### src/design/dlt_pkg.sv
// Shared types, codes and defaults for the delta-list timer manager.
package dlt_pkg;

    localparam int TIMER_SLOTS_DEF = 16;

    localparam logic [2:0] MODE_CREATE = 3'd0;
    localparam logic [2:0] MODE_START  = 3'd1;
    localparam logic [2:0] MODE_STOP   = 3'd2;
    localparam logic [2:0] MODE_DELETE = 3'd3;
    localparam logic [2:0] MODE_SET    = 3'd4;
    localparam logic [2:0] MODE_READ   = 3'd5;
    localparam logic [2:0] MODE_TICK   = 3'd6;

    localparam logic KIND_REPLY  = 1'b0;
    localparam logic KIND_EVENT  = 1'b1;
    localparam logic STATUS_OK   = 1'b0;
    localparam logic STATUS_FAIL = 1'b1;

    typedef struct packed {
        logic [2:0]  mode;
        logic [3:0]  slot_id;
        logic [31:0] count;
        logic [31:0] reload;
        logic        periodic;
    } in_word_t;

    typedef struct packed {
        logic        kind;
        logic [3:0]  timer_id_out;
        logic        status;
        logic [31:0] count_out;
        logic        last;
    } out_word_t;

    typedef struct packed {
        logic dc;
        logic rl;
        logic nx;
        logic pv;
    } store_we_t;

endpackage

### src/design/dlt_ram.sv
// Generic single-write, single-read RAM with registered read data.
module dlt_ram #(
    parameter int WIDTH = 32,
    parameter int DEPTH = 16
) (
    input  logic                     clk,
    input  logic                     we,
    input  logic [$clog2(DEPTH)-1:0] waddr,
    input  logic [WIDTH-1:0]         wdata,
    input  logic [$clog2(DEPTH)-1:0] raddr,
    output logic [WIDTH-1:0]         rdata
);

    logic [WIDTH-1:0] mem [DEPTH];

    always_ff @(posedge clk)
    begin
        if (we)
        begin
            mem[waddr] <= wdata;
        end
        rdata <= mem[raddr];
    end

endmodule

### src/design/dlt_store.sv
// Timer entry store: delta, reload and link RAMs plus the list head registers.
module dlt_store #(
    parameter int TIMER_SLOTS = dlt_pkg::TIMER_SLOTS_DEF
) (
    input  logic                             clk,
    input  logic                             rst_n,
    input  logic [$clog2(TIMER_SLOTS+1)-1:0] rd_node,
    input  dlt_pkg::store_we_t               we,
    input  logic [$clog2(TIMER_SLOTS+1)-1:0] dc_node,
    input  logic [31:0]                      dc_data,
    input  logic [$clog2(TIMER_SLOTS+1)-1:0] rl_node,
    input  logic [31:0]                      rl_data,
    input  logic [$clog2(TIMER_SLOTS+1)-1:0] nx_node,
    input  logic [$clog2(TIMER_SLOTS+1)-1:0] nx_data,
    input  logic [$clog2(TIMER_SLOTS+1)-1:0] pv_node,
    input  logic [$clog2(TIMER_SLOTS+1)-1:0] pv_data,
    output logic [31:0]                      dc_rd,
    output logic [31:0]                      rl_rd,
    output logic [$clog2(TIMER_SLOTS+1)-1:0] nx_rd,
    output logic [$clog2(TIMER_SLOTS+1)-1:0] pv_rd,
    output logic [$clog2(TIMER_SLOTS+1)-1:0] head_next,
    output logic [$clog2(TIMER_SLOTS+1)-1:0] head_prev
);
    import dlt_pkg::*;

    localparam int NW = $clog2(TIMER_SLOTS + 1);
    localparam int IW = $clog2(TIMER_SLOTS);
    localparam logic [NW-1:0] HEAD = NW'(TIMER_SLOTS);

    logic [NW-1:0] head_next_reg;
    logic [NW-1:0] head_prev_reg;
    logic          nx_ram_we;
    logic          pv_ram_we;

    assign nx_ram_we = we.nx && (nx_node != HEAD);
    assign pv_ram_we = we.pv && (pv_node != HEAD);
    assign head_next = head_next_reg;
    assign head_prev = head_prev_reg;

    always_ff @(posedge clk or negedge rst_n)
    begin
        if (!rst_n)
        begin
            head_next_reg <= HEAD;
            head_prev_reg <= HEAD;
        end
        else
        begin
            if (we.nx && (nx_node == HEAD))
            begin
                head_next_reg <= nx_data;
            end
            if (we.pv && (pv_node == HEAD))
            begin
                head_prev_reg <= pv_data;
            end
        end
    end

    dlt_ram #(.WIDTH(32), .DEPTH(TIMER_SLOTS)) u_dc (
        .clk   (clk),
        .we    (we.dc),
        .waddr (IW'(dc_node)),
        .wdata (dc_data),
        .raddr (IW'(rd_node)),
        .rdata (dc_rd)
    );

    dlt_ram #(.WIDTH(32), .DEPTH(TIMER_SLOTS)) u_rl (
        .clk   (clk),
        .we    (we.rl),
        .waddr (IW'(rl_node)),
        .wdata (rl_data),
        .raddr (IW'(rd_node)),
        .rdata (rl_rd)
    );

    dlt_ram #(.WIDTH(NW), .DEPTH(TIMER_SLOTS)) u_nx (
        .clk   (clk),
        .we    (nx_ram_we),
        .waddr (IW'(nx_node)),
        .wdata (nx_data),
        .raddr (IW'(rd_node)),
        .rdata (nx_rd)
    );

    dlt_ram #(.WIDTH(NW), .DEPTH(TIMER_SLOTS)) u_pv (
        .clk   (clk),
        .we    (pv_ram_we),
        .waddr (IW'(pv_node)),
        .wdata (pv_data),
        .raddr (IW'(rd_node)),
        .rdata (pv_rd)
    );

endmodule

### src/design/delta_list_timer_manager.sv
// Delta-list timer manager: command sequencer over the timer entry store.
//
//   channel   signals                          payload
//   in        in_valid / in_ready / in_data    command word
//   out       out_valid / out_ready / out_data reply and expiry event words
//
// One command at a time; in_ready is high only when the sequencer is idle.
// Create and no-op commands go straight to the reply; read loads the entry
// first; start and set walk the list entry by entry, stop and delete
// unlink the entry first. A tick decrements the head delta, then removes
// each fired timer and reinserts the periodic ones.
// The output register lets the walk continue while a word waits; a stalled
// out channel holds the sequencer only when the next word is ready.
// Reset clears slot usage and the head links; no clearing pass.
module delta_list_timer_manager #(
    parameter int TIMER_SLOTS = dlt_pkg::TIMER_SLOTS_DEF
) (
    input  logic               clk,
    input  logic               rst_n,
    input  logic               in_valid,
    output logic               in_ready,
    input  dlt_pkg::in_word_t  in_data,
    output logic               out_valid,
    input  logic               out_ready,
    output dlt_pkg::out_word_t out_data
);
    import dlt_pkg::*;

    localparam int NW = $clog2(TIMER_SLOTS + 1);
    localparam int IW = $clog2(TIMER_SLOTS);
    localparam int KW = $clog2(TIMER_SLOTS + 1);
    localparam logic [NW-1:0] HEAD = NW'(TIMER_SLOTS);

    localparam logic [4:0] S_IDLE = 5'd0;
    localparam logic [4:0] S_LD   = 5'd1;
    localparam logic [4:0] S_LDW  = 5'd2;
    localparam logic [4:0] S_R0   = 5'd3;
    localparam logic [4:0] S_R1   = 5'd4;
    localparam logic [4:0] S_R2   = 5'd5;
    localparam logic [4:0] S_I0   = 5'd6;
    localparam logic [4:0] S_I1   = 5'd7;
    localparam logic [4:0] S_I2   = 5'd8;
    localparam logic [4:0] S_L1   = 5'd9;
    localparam logic [4:0] S_L2   = 5'd10;
    localparam logic [4:0] S_FIN  = 5'd11;
    localparam logic [4:0] S_SETW = 5'd12;
    localparam logic [4:0] S_T0   = 5'd13;
    localparam logic [4:0] S_T1   = 5'd14;
    localparam logic [4:0] S_T2   = 5'd15;
    localparam logic [4:0] S_T3   = 5'd16;
    localparam logic [4:0] S_TP   = 5'd17;
    localparam logic [4:0] S_TEV  = 5'd18;
    localparam logic [4:0] S_REP  = 5'd19;
    localparam logic [4:0] S_OUT  = 5'd20;

    logic [4:0]       state_reg, state_next;
    logic [4:0]       ret_reg, ret_next;
    logic [4:0]       after_reg, after_next;
    logic [2:0]       mode_reg, mode_next;
    logic [NW-1:0]    t_reg, t_next;
    logic [31:0]      cnt_reg, cnt_next;
    logic [31:0]      rel_reg, rel_next;
    logic [31:0]      left_reg, left_next;
    logic [31:0]      dt_reg, dt_next;
    logic [31:0]      rlv_reg, rlv_next;
    logic [NW-1:0]    p_reg, p_next;
    logic [NW-1:0]    before_reg, before_next;
    logic [NW-1:0]    n_reg, n_next;
    logic [KW-1:0]    k_reg, k_next;
    logic [TIMER_SLOTS-1:0] used_reg, used_next;
    logic [TIMER_SLOTS-1:0] run_reg, run_next;
    logic [TIMER_SLOTS-1:0] per_reg, per_next;
    out_word_t        res_reg, res_next;
    out_word_t        out_reg, out_next;
    logic             ov_reg, ov_next;

    logic [NW-1:0]    rd_node;
    store_we_t        we;
    logic [NW-1:0]    dc_node, rl_node, nx_node, nx_data, pv_node, pv_data;
    logic [31:0]      dc_data, rl_data;
    logic [31:0]      dc_rd, rl_rd;
    logic [NW-1:0]    nx_rd, pv_rd, head_next, head_prev;

    logic             found;
    logic [IW-1:0]    free_idx;
    logic             id_ok;
    logic [IW-1:0]    in_idx;
    logic [IW-1:0]    t_idx;
    logic             accept;

    dlt_store #(.TIMER_SLOTS(TIMER_SLOTS)) u_store (
        .clk       (clk),
        .rst_n     (rst_n),
        .rd_node   (rd_node),
        .we        (we),
        .dc_node   (dc_node),
        .dc_data   (dc_data),
        .rl_node   (rl_node),
        .rl_data   (rl_data),
        .nx_node   (nx_node),
        .nx_data   (nx_data),
        .pv_node   (pv_node),
        .pv_data   (pv_data),
        .dc_rd     (dc_rd),
        .rl_rd     (rl_rd),
        .nx_rd     (nx_rd),
        .pv_rd     (pv_rd),
        .head_next (head_next),
        .head_prev (head_prev)
    );

    assign in_ready  = (state_reg == S_IDLE);
    assign accept    = in_valid && in_ready;
    assign out_valid = ov_reg;
    assign out_data  = out_reg;
    assign in_idx    = IW'(in_data.slot_id);
    assign t_idx     = IW'(t_reg);
    assign id_ok     = (32'(in_data.slot_id) < TIMER_SLOTS) && used_reg[in_idx];

    always_comb
    begin
        found    = 1'b0;
        free_idx = '0;
        for (int i = TIMER_SLOTS - 1; i >= 0; i--)
        begin
            if (!used_reg[i])
            begin
                found    = 1'b1;
                free_idx = IW'(i);
            end
        end
    end

    always_comb
    begin
        state_next  = state_reg;
        ret_next    = ret_reg;
        after_next  = after_reg;
        mode_next   = mode_reg;
        t_next      = t_reg;
        cnt_next    = cnt_reg;
        rel_next    = rel_reg;
        left_next   = left_reg;
        dt_next     = dt_reg;
        rlv_next    = rlv_reg;
        p_next      = p_reg;
        before_next = before_reg;
        n_next      = n_reg;
        k_next      = k_reg;
        used_next   = used_reg;
        run_next    = run_reg;
        per_next    = per_reg;
        res_next    = res_reg;
        out_next    = out_reg;
        ov_next     = ov_reg;
        rd_node     = t_reg;
        we          = '0;
        dc_node     = t_reg;
        dc_data     = left_reg;
        rl_node     = t_reg;
        rl_data     = rel_reg;
        nx_node     = t_reg;
        nx_data     = t_reg;
        pv_node     = t_reg;
        pv_data     = t_reg;

        if (ov_reg && out_ready)
        begin
            ov_next = 1'b0;
        end

        unique case (state_reg)
            S_IDLE:
            begin
                if (accept)
                begin
                    mode_next  = in_data.mode;
                    t_next     = NW'(in_data.slot_id);
                    cnt_next   = in_data.count;
                    rel_next   = in_data.reload;
                    after_next = S_IDLE;
                    res_next   = '{KIND_REPLY, in_data.slot_id, STATUS_OK, 32'd0, 1'b1};
                    state_next = S_OUT;
                    unique case (in_data.mode)
                        MODE_CREATE:
                        begin
                            if (found)
                            begin
                                used_next[free_idx] = 1'b1;
                                run_next[free_idx]  = 1'b0;
                                per_next[free_idx]  = in_data.periodic;
                                we          = '{dc: 1'b1, rl: 1'b1, nx: 1'b1, pv: 1'b1};
                                dc_node     = NW'(free_idx);
                                dc_data     = in_data.count;
                                rl_node     = NW'(free_idx);
                                rl_data     = in_data.reload;
                                nx_node     = NW'(free_idx);
                                nx_data     = NW'(free_idx);
                                pv_node     = NW'(free_idx);
                                pv_data     = NW'(free_idx);
                                res_next.timer_id_out = 4'(free_idx);
                            end
                            else
                            begin
                                res_next.timer_id_out = 4'd0;
                                res_next.status       = STATUS_FAIL;
                            end
                        end
                        MODE_START:
                        begin
                            if (id_ok && !run_reg[in_idx])
                            begin
                                run_next[in_idx] = 1'b1;
                                ret_next   = S_REP;
                                state_next = S_LD;
                            end
                        end
                        MODE_STOP:
                        begin
                            if (id_ok && run_reg[in_idx])
                            begin
                                ret_next   = S_FIN;
                                state_next = S_R0;
                            end
                        end
                        MODE_DELETE:
                        begin
                            if (id_ok)
                            begin
                                ret_next   = S_FIN;
                                state_next = run_reg[in_idx] ? S_R0 : S_FIN;
                            end
                        end
                        MODE_SET:
                        begin
                            if (id_ok)
                            begin
                                ret_next   = S_SETW;
                                state_next = run_reg[in_idx] ? S_R0 : S_SETW;
                            end
                        end
                        MODE_READ:
                        begin
                            if (id_ok)
                            begin
                                state_next = S_LD;
                            end
                        end
                        MODE_TICK:
                        begin
                            k_next     = '0;
                            state_next = S_T0;
                        end
                        default:
                        begin
                            res_next.timer_id_out = 4'd0;
                        end
                    endcase
                end
            end
            S_LD:
            begin
                rd_node    = t_reg;
                state_next = S_LDW;
            end
            S_LDW:
            begin
                if (mode_reg == MODE_READ)
                begin
                    res_next.count_out = dc_rd;
                    state_next = S_OUT;
                end
                else
                begin
                    left_next  = dc_rd;
                    state_next = S_I0;
                end
            end
            S_R0:
            begin
                rd_node    = t_reg;
                state_next = S_R1;
            end
            S_R1:
            begin
                n_next  = nx_rd;
                dt_next = dc_rd;
                if (nx_rd == t_reg)
                begin
                    state_next = ret_reg;
                end
                else
                begin
                    we.nx      = 1'b1;
                    nx_node    = pv_rd;
                    nx_data    = nx_rd;
                    we.pv      = 1'b1;
                    pv_node    = nx_rd;
                    pv_data    = pv_rd;
                    rd_node    = nx_rd;
                    state_next = S_R2;
                end
            end
            S_R2:
            begin
                if (n_reg != HEAD)
                begin
                    we.dc   = 1'b1;
                    dc_node = n_reg;
                    dc_data = dc_rd + dt_reg;
                end
                we.nx      = 1'b1;
                nx_node    = t_reg;
                nx_data    = t_reg;
                we.pv      = 1'b1;
                pv_node    = t_reg;
                pv_data    = t_reg;
                state_next = ret_reg;
            end
            S_I0:
            begin
                if (left_reg == 32'd0)
                begin
                    state_next = ret_reg;
                end
                else
                begin
                    p_next     = head_next;
                    state_next = S_I1;
                end
            end
            S_I1:
            begin
                if (p_reg == HEAD)
                begin
                    before_next = head_prev;
                    state_next  = S_L1;
                end
                else
                begin
                    rd_node    = p_reg;
                    state_next = S_I2;
                end
            end
            S_I2:
            begin
                if (left_reg < dc_rd)
                begin
                    before_next = pv_rd;
                    we.dc       = 1'b1;
                    dc_node     = p_reg;
                    dc_data     = dc_rd - left_reg;
                    state_next  = S_L1;
                end
                else
                begin
                    left_next  = left_reg - dc_rd;
                    p_next     = nx_rd;
                    state_next = S_I1;
                end
            end
            S_L1:
            begin
                we.nx      = 1'b1;
                nx_node    = before_reg;
                nx_data    = t_reg;
                we.pv      = 1'b1;
                pv_node    = t_reg;
                pv_data    = before_reg;
                we.dc      = 1'b1;
                dc_node    = t_reg;
                dc_data    = left_reg;
                state_next = S_L2;
            end
            S_L2:
            begin
                we.nx      = 1'b1;
                nx_node    = t_reg;
                nx_data    = p_reg;
                we.pv      = 1'b1;
                pv_node    = p_reg;
                pv_data    = t_reg;
                state_next = ret_reg;
            end
            S_FIN:
            begin
                run_next[t_idx] = 1'b0;
                if (mode_reg == MODE_DELETE)
                begin
                    used_next[t_idx] = 1'b0;
                end
                state_next = S_OUT;
            end
            S_SETW:
            begin
                we.dc   = 1'b1;
                dc_node = t_reg;
                dc_data = cnt_reg;
                we.rl   = 1'b1;
                rl_node = t_reg;
                rl_data = rel_reg;
                if (run_reg[t_idx])
                begin
                    left_next  = cnt_reg;
                    ret_next   = S_REP;
                    state_next = S_I0;
                end
                else
                begin
                    state_next = S_OUT;
                end
            end
            S_T0:
            begin
                t_next  = head_next;
                rd_node = head_next;
                state_next = (head_next == HEAD) ? S_T2 : S_T1;
            end
            S_T1:
            begin
                if (dc_rd != 32'd0)
                begin
                    we.dc   = 1'b1;
                    dc_node = t_reg;
                    dc_data = dc_rd - 32'd1;
                end
                state_next = S_T2;
            end
            S_T2:
            begin
                if ((head_next != HEAD) && (k_reg < KW'(TIMER_SLOTS)))
                begin
                    t_next     = head_next;
                    rd_node    = head_next;
                    state_next = S_T3;
                end
                else
                begin
                    res_next   = '{KIND_REPLY, 4'd0, STATUS_OK, 32'd0, 1'b1};
                    after_next = S_IDLE;
                    state_next = S_OUT;
                end
            end
            S_T3:
            begin
                if (dc_rd == 32'd0)
                begin
                    rlv_next   = rl_rd;
                    ret_next   = S_TP;
                    state_next = S_R0;
                end
                else
                begin
                    res_next   = '{KIND_REPLY, 4'd0, STATUS_OK, 32'd0, 1'b1};
                    after_next = S_IDLE;
                    state_next = S_OUT;
                end
            end
            S_TP:
            begin
                if (per_reg[t_idx])
                begin
                    we.dc      = 1'b1;
                    dc_node    = t_reg;
                    dc_data    = rlv_reg;
                    left_next  = rlv_reg;
                    ret_next   = S_TEV;
                    state_next = S_I0;
                end
                else
                begin
                    run_next[t_idx] = 1'b0;
                    state_next = S_TEV;
                end
            end
            S_TEV:
            begin
                res_next   = '{KIND_EVENT, 4'(t_reg), STATUS_OK, 32'd0, 1'b0};
                after_next = S_T2;
                k_next     = k_reg + KW'(1);
                state_next = S_OUT;
            end
            S_REP:
            begin
                state_next = S_OUT;
            end
            S_OUT:
            begin
                if (!ov_reg || out_ready)
                begin
                    out_next   = res_reg;
                    ov_next    = 1'b1;
                    state_next = after_reg;
                end
            end
            default:
            begin
                state_next = S_IDLE;
            end
        endcase
    end

    always_ff @(posedge clk or negedge rst_n)
    begin
        if (!rst_n)
        begin
            state_reg <= S_IDLE;
            ret_reg   <= S_IDLE;
            after_reg <= S_IDLE;
            used_reg  <= '0;
            ov_reg    <= 1'b0;
            k_reg     <= '0;
        end
        else
        begin
            state_reg <= state_next;
            ret_reg   <= ret_next;
            after_reg <= after_next;
            used_reg  <= used_next;
            ov_reg    <= ov_next;
            k_reg     <= k_next;
        end
    end

    always_ff @(posedge clk)
    begin
        mode_reg   <= mode_next;
        t_reg      <= t_next;
        cnt_reg    <= cnt_next;
        rel_reg    <= rel_next;
        left_reg   <= left_next;
        dt_reg     <= dt_next;
        rlv_reg    <= rlv_next;
        p_reg      <= p_next;
        before_reg <= before_next;
        n_reg      <= n_next;
        run_reg    <= run_next;
        per_reg    <= per_next;
        res_reg    <= res_next;
        out_reg    <= out_next;
    end

endmodule
### config.mk
export PLATFORM = sky130hd
export DESIGN_NAME = delta_list_timer_manager
export DESIGN_NICKNAME = d
export VERILOG_FILES = /design/src/design/dlt_pkg.sv /design/src/design/dlt_ram.sv /design/src/design/dlt_store.sv /design/src/design/delta_list_timer_manager.sv
export SDC_FILE = /design/constraint.sdc
export NUM_CORES = 2
export LEC_CHECK = 0
export ABC_AREA = 1
export ABC_CLOCK_PERIOD_IN_PS = 9400
export BUFFER_PORTS_ARGS = -buffer_cell sky130_fd_sc_hd__buf_2
export CAP_MARGIN = 20
export CORE_UTILIZATION = 24
export CTS_CLUSTER_DIAMETER = 40
export CTS_CLUSTER_SIZE = 28
export DETAILED_ROUTE_END_ITERATION = 12
export PLACE_DENSITY = 0.47
export SETUP_SLACK_MARGIN = 0.5
export SLEW_MARGIN = 15
export SYNTH_ARGS = -nofsm -noshare
export SYNTH_HDL_FRONTEND = slang
export SYNTH_SLANG_ARGS = --single-unit
### constraint.sdc
create_clock -name clk -period 9.4 [get_ports clk]
set_input_delay 0.47 -clock clk [delete_from_list [all_inputs] [get_ports clk]]
set_output_delay 0.47 -clock clk [all_outputs]
set_load 0.02 [all_outputs]
==> flow_summary.json <==
{
  "synth_ff_type": "edfxtp_1",
  "start_util_pct": 24.1,
  "port_buffers": 116,
  "cts_made_buffers": 276,
  "grt_pass1_wl_um": 360000,
  "min_path_cells": 3,
  "worstMarginPinSlew_ns": 1.23,
  "cts_resized": 0,
  "dp_hpwl_um": 164000,
  "overflow": 0,
  "routed_wl_um": 251000,
  "yosysTopAreaCellShare_pct": 60.7,
  "placed_area_sq_um": 78300,
  "setup_viol": 0,
  "cts_sinks": 1594,
  "cp-start-kind": "flop",
  "hold_viol_final": 0,
  "cp_cell_sequence": "inv_2 -> nand2_2 -> inv_2 -> nand2_2 -> inv_2 -> nand2_4 -> nor2_4 -> nand3_4 -> buf_4 -> inv_2 -> buf_4 -> o22ai_2 -> inv_2 -> nor2_2 -> a21oi_1 -> nand4_1 -> nand2_2 -> nand2_1 -> nor3_2 -> buf_4",
  "postCtsHoldBufs": 70,
  "io_pins": 117,
  "cpMaxStageDelayCell": "buf_4",
  "drc": 0,
  "biggestRegsByFlops": "u_store.u_dc.mem: 512 flops, u_store.u_rl.mem: 512 flops",
  "post_cts_buffers": 0,
  "status": "finished, final reports clean",
  "crit_path_max_incr_delay_ns": 0.66,
  "syn_area_sq_um": 73100,
  "synthTopCellsByCount": "edfxtp_1 (1477), nand2_1 (1005), inv_1 (936)",
  "maxSlewHeadroom_pct": 18.1,
  "cp.required_ns": 9.80,
  "pre_cts_ws_ns": 3.22,
  "worst_ep_arrival_time_ns": 6.61,
  "clock-skew-final_ns": 0.0793,
  "yosysWarnings": 0,
  "cts_root_buffer": "clkbuf_16",
  "critPathKind": "reg2reg",
  "die_w_um": 554,
  "synthArstFlopShare_pct": 2.70,
  "antenna_found_initial": 14,
  "clock_latency_ns": 0.84,
  "cp_common_cell": "inv_2",
  "fin_crit_sh_pct": 66.0,
  "track_usage_pct": 15.9,
  "drive_gt1_share_pct": 11.6,
  "fmax_mhz": 161,
  "timing.final.ws_setup_ns": 3.19,
  "yosysMostFrequentCell": "edfxtp_1",
  "drt_iter0_markers": 4837,
  "yosysTopAreaCell": "edfxtp_1",
  "syn_inst": 6850,
  "ff2ff_path_depth": 20,
  "yosysUniqueCellTypes": 71,
  "final_nets": 7271,
  "rsz0062_at_grt": "no",
  "wire_per_inst_um": 22.2,
  "grt_max_degree": 245,
  "drv_cap": 0,
  "ys_top_cells_by_area": "edfxtp_1 (61%), nand2_1 (5.2%), inv_1 (4.8%), nand3_1 (3.9%), a21oi_1 (3.8%)",
  "synth_edf_count": 1477,
  "post_synth.cell_area_avg_sq_um": 10.7,
  "final_area_sq_um": 88400,
  "synth_seq_cells": 1594,
  "layout_min_cycle_time_ns": 6.21,
  "cts_tree": "yes",
  "coreArea_sq_um": 303000,
  "leakage_nw": 32.9,
  "clock_path_buffers": 4,
  "power_mw": 35.0,
  "die_area_sq_um": 307000,
  "clk_pin_slew_ns": 0.05,
  "viasPerCell": 4.72,
  "syn-num-nets": 7026,
  "die_y_um": 554,
  "route.vias.total": 53300,
  "finalCoreUtilization_pct": 29.2,
  "vdd_drop_max_v": 0.000318,
  "hold_class": "in2reg",
  "cp-end-kind": "flop",
  "area_delta_synth_final_pct": 21.0,
  "drv_slew": 0,
  "row_count": 202,
  "routabilityCongestion": 0.952,
  "worstPathMaxFanout": 48,
  "htreeDepth": 5,
  "dr.pass1.iters": 6,
  "final.setup.tns_ns": 0,
  "antenna_left": 0,
  "grt_pass1_vias": 51300,
  "yosysSeqAreaShare_pct": 64.2,
  "pwr_density_cell_nw_per_um2": 396
}
[through the flow]
stage | instances | hold slack (ns)
floorplan | 6850 | 0.174
global placement | 10700 | 0.389
detailed placement | 10700 | 0.389
CTS | 11300 | 0.108
global route | 11300 | 0.162
finish | 11300 | 0.179
[logic make-up after synthesis]
| group | synth area share [%] |
|---|---|
| buf+inv | 7.18 |
| xor+xnor | 0.683 |
| flops | 64.2 |
| fa+ha+maj | 1.74 |
| compound gates | 13.5 |
| simple gates | 12.6 |
[worst paths after layout]
path	startpoint	end	slack (ns)
setup / recovery	state_reg[0]$_DFFE_PN0P_	u_store.u_dc.mem[6][23]$_DFFE_PP_	3.19
hold / removal	in_data[67]	t_reg[2]$_DFFE_PP_	0.18
setup reg to reg	state_reg[0]$_DFFE_PN0P_	u_store.u_dc.mem[6][23]$_DFFE_PP_	3.19
hold reg to reg	u_store.u_rl.rdata[1]$_DFF_P_	rlv_reg[1]$_DFFE_PP_	0.37
max in group asynchronous	rst_n	ret_reg[0]$_DFFE_PN0P_	8.74
min in group asynchronous	rst_n	used_reg[9]$_DFFE_PN0P_	0.20
[area by class of cell]
type | count | area, sq um
clock inverter | 180 | 2070
tap | 3978 | 4980
fill | 31300 | 214000
timing repair buffer | 302 | 2270
inverter | 968 | 3650
clock buffer | 315 | 7300
multi-input combinational | 3953 | 21300
antenna | 2 | 5.00
sequential | 1594 | 46900
[cells in the final DEF, fill, tap and decap left out, drive strengths merged, types with 3 or more instances in the layout]
master	Yosys	final
o221ai	26	26
nor4	13	13
nand4	48	48
dlygate4sd3	0	70
a22oi	27	27
o2111ai	25	25
nor2	379	379
a21o	9	9
clkinvlp	0	26
dfxtp	74	74
o31ai	9	9
a21boi	3	3
o21ai	575	575
inv	965	1021
clkbuf	156	315
or2	12	12
o22ai	11	11
a21oi	552	552
nand2	1018	1018
a31oi	23	23
a221oi	17	17
fa	3	3
buf	179	232
a22o	5	5
bufinv	0	25
nand3b	3	3
xnor2	18	18
nand3	576	576
ha	97	97
o21a	13	13
o21bai	11	11
dfrtp	41	41
nor3	69	69
clkinv	3	76
edfxtp	1477	1477
a211oi	12	12
xor2	39	39
o211ai	347	347
[layer usage]
metal | GRT usage (%) | vias to the layer above | part of all wire [%]
met2 | 25.7 | 1858 | 46
met4 | 5.26 | 6 | 3.2
met1 | 21.4 | 26100 | 44
li1 | - | 24800 | -
met3 | 2.72 | 439 | 6.8
met5 | 0 | - | 0.014
[worst max-delay path, delay by kind of cell, from the launching register on]
kind / cells / cell delay, ns
flops: 1 / 0.42
simple gates: 10 / 2.72
buf+inv: 8 / 2.13
compound gates: 2 / 0.41
[power breakdown]
part / leakage [nW] / internal (mW) / switching, mW
registers: 14.6 / 10.0 / 0.564
logic: 13.8 / 3.57 / 10.7
clock network: 4.52 / 6.39 / 3.74
total: 32.9 / 20.0 / 15.0
Power figures use the tool's default switching activity.
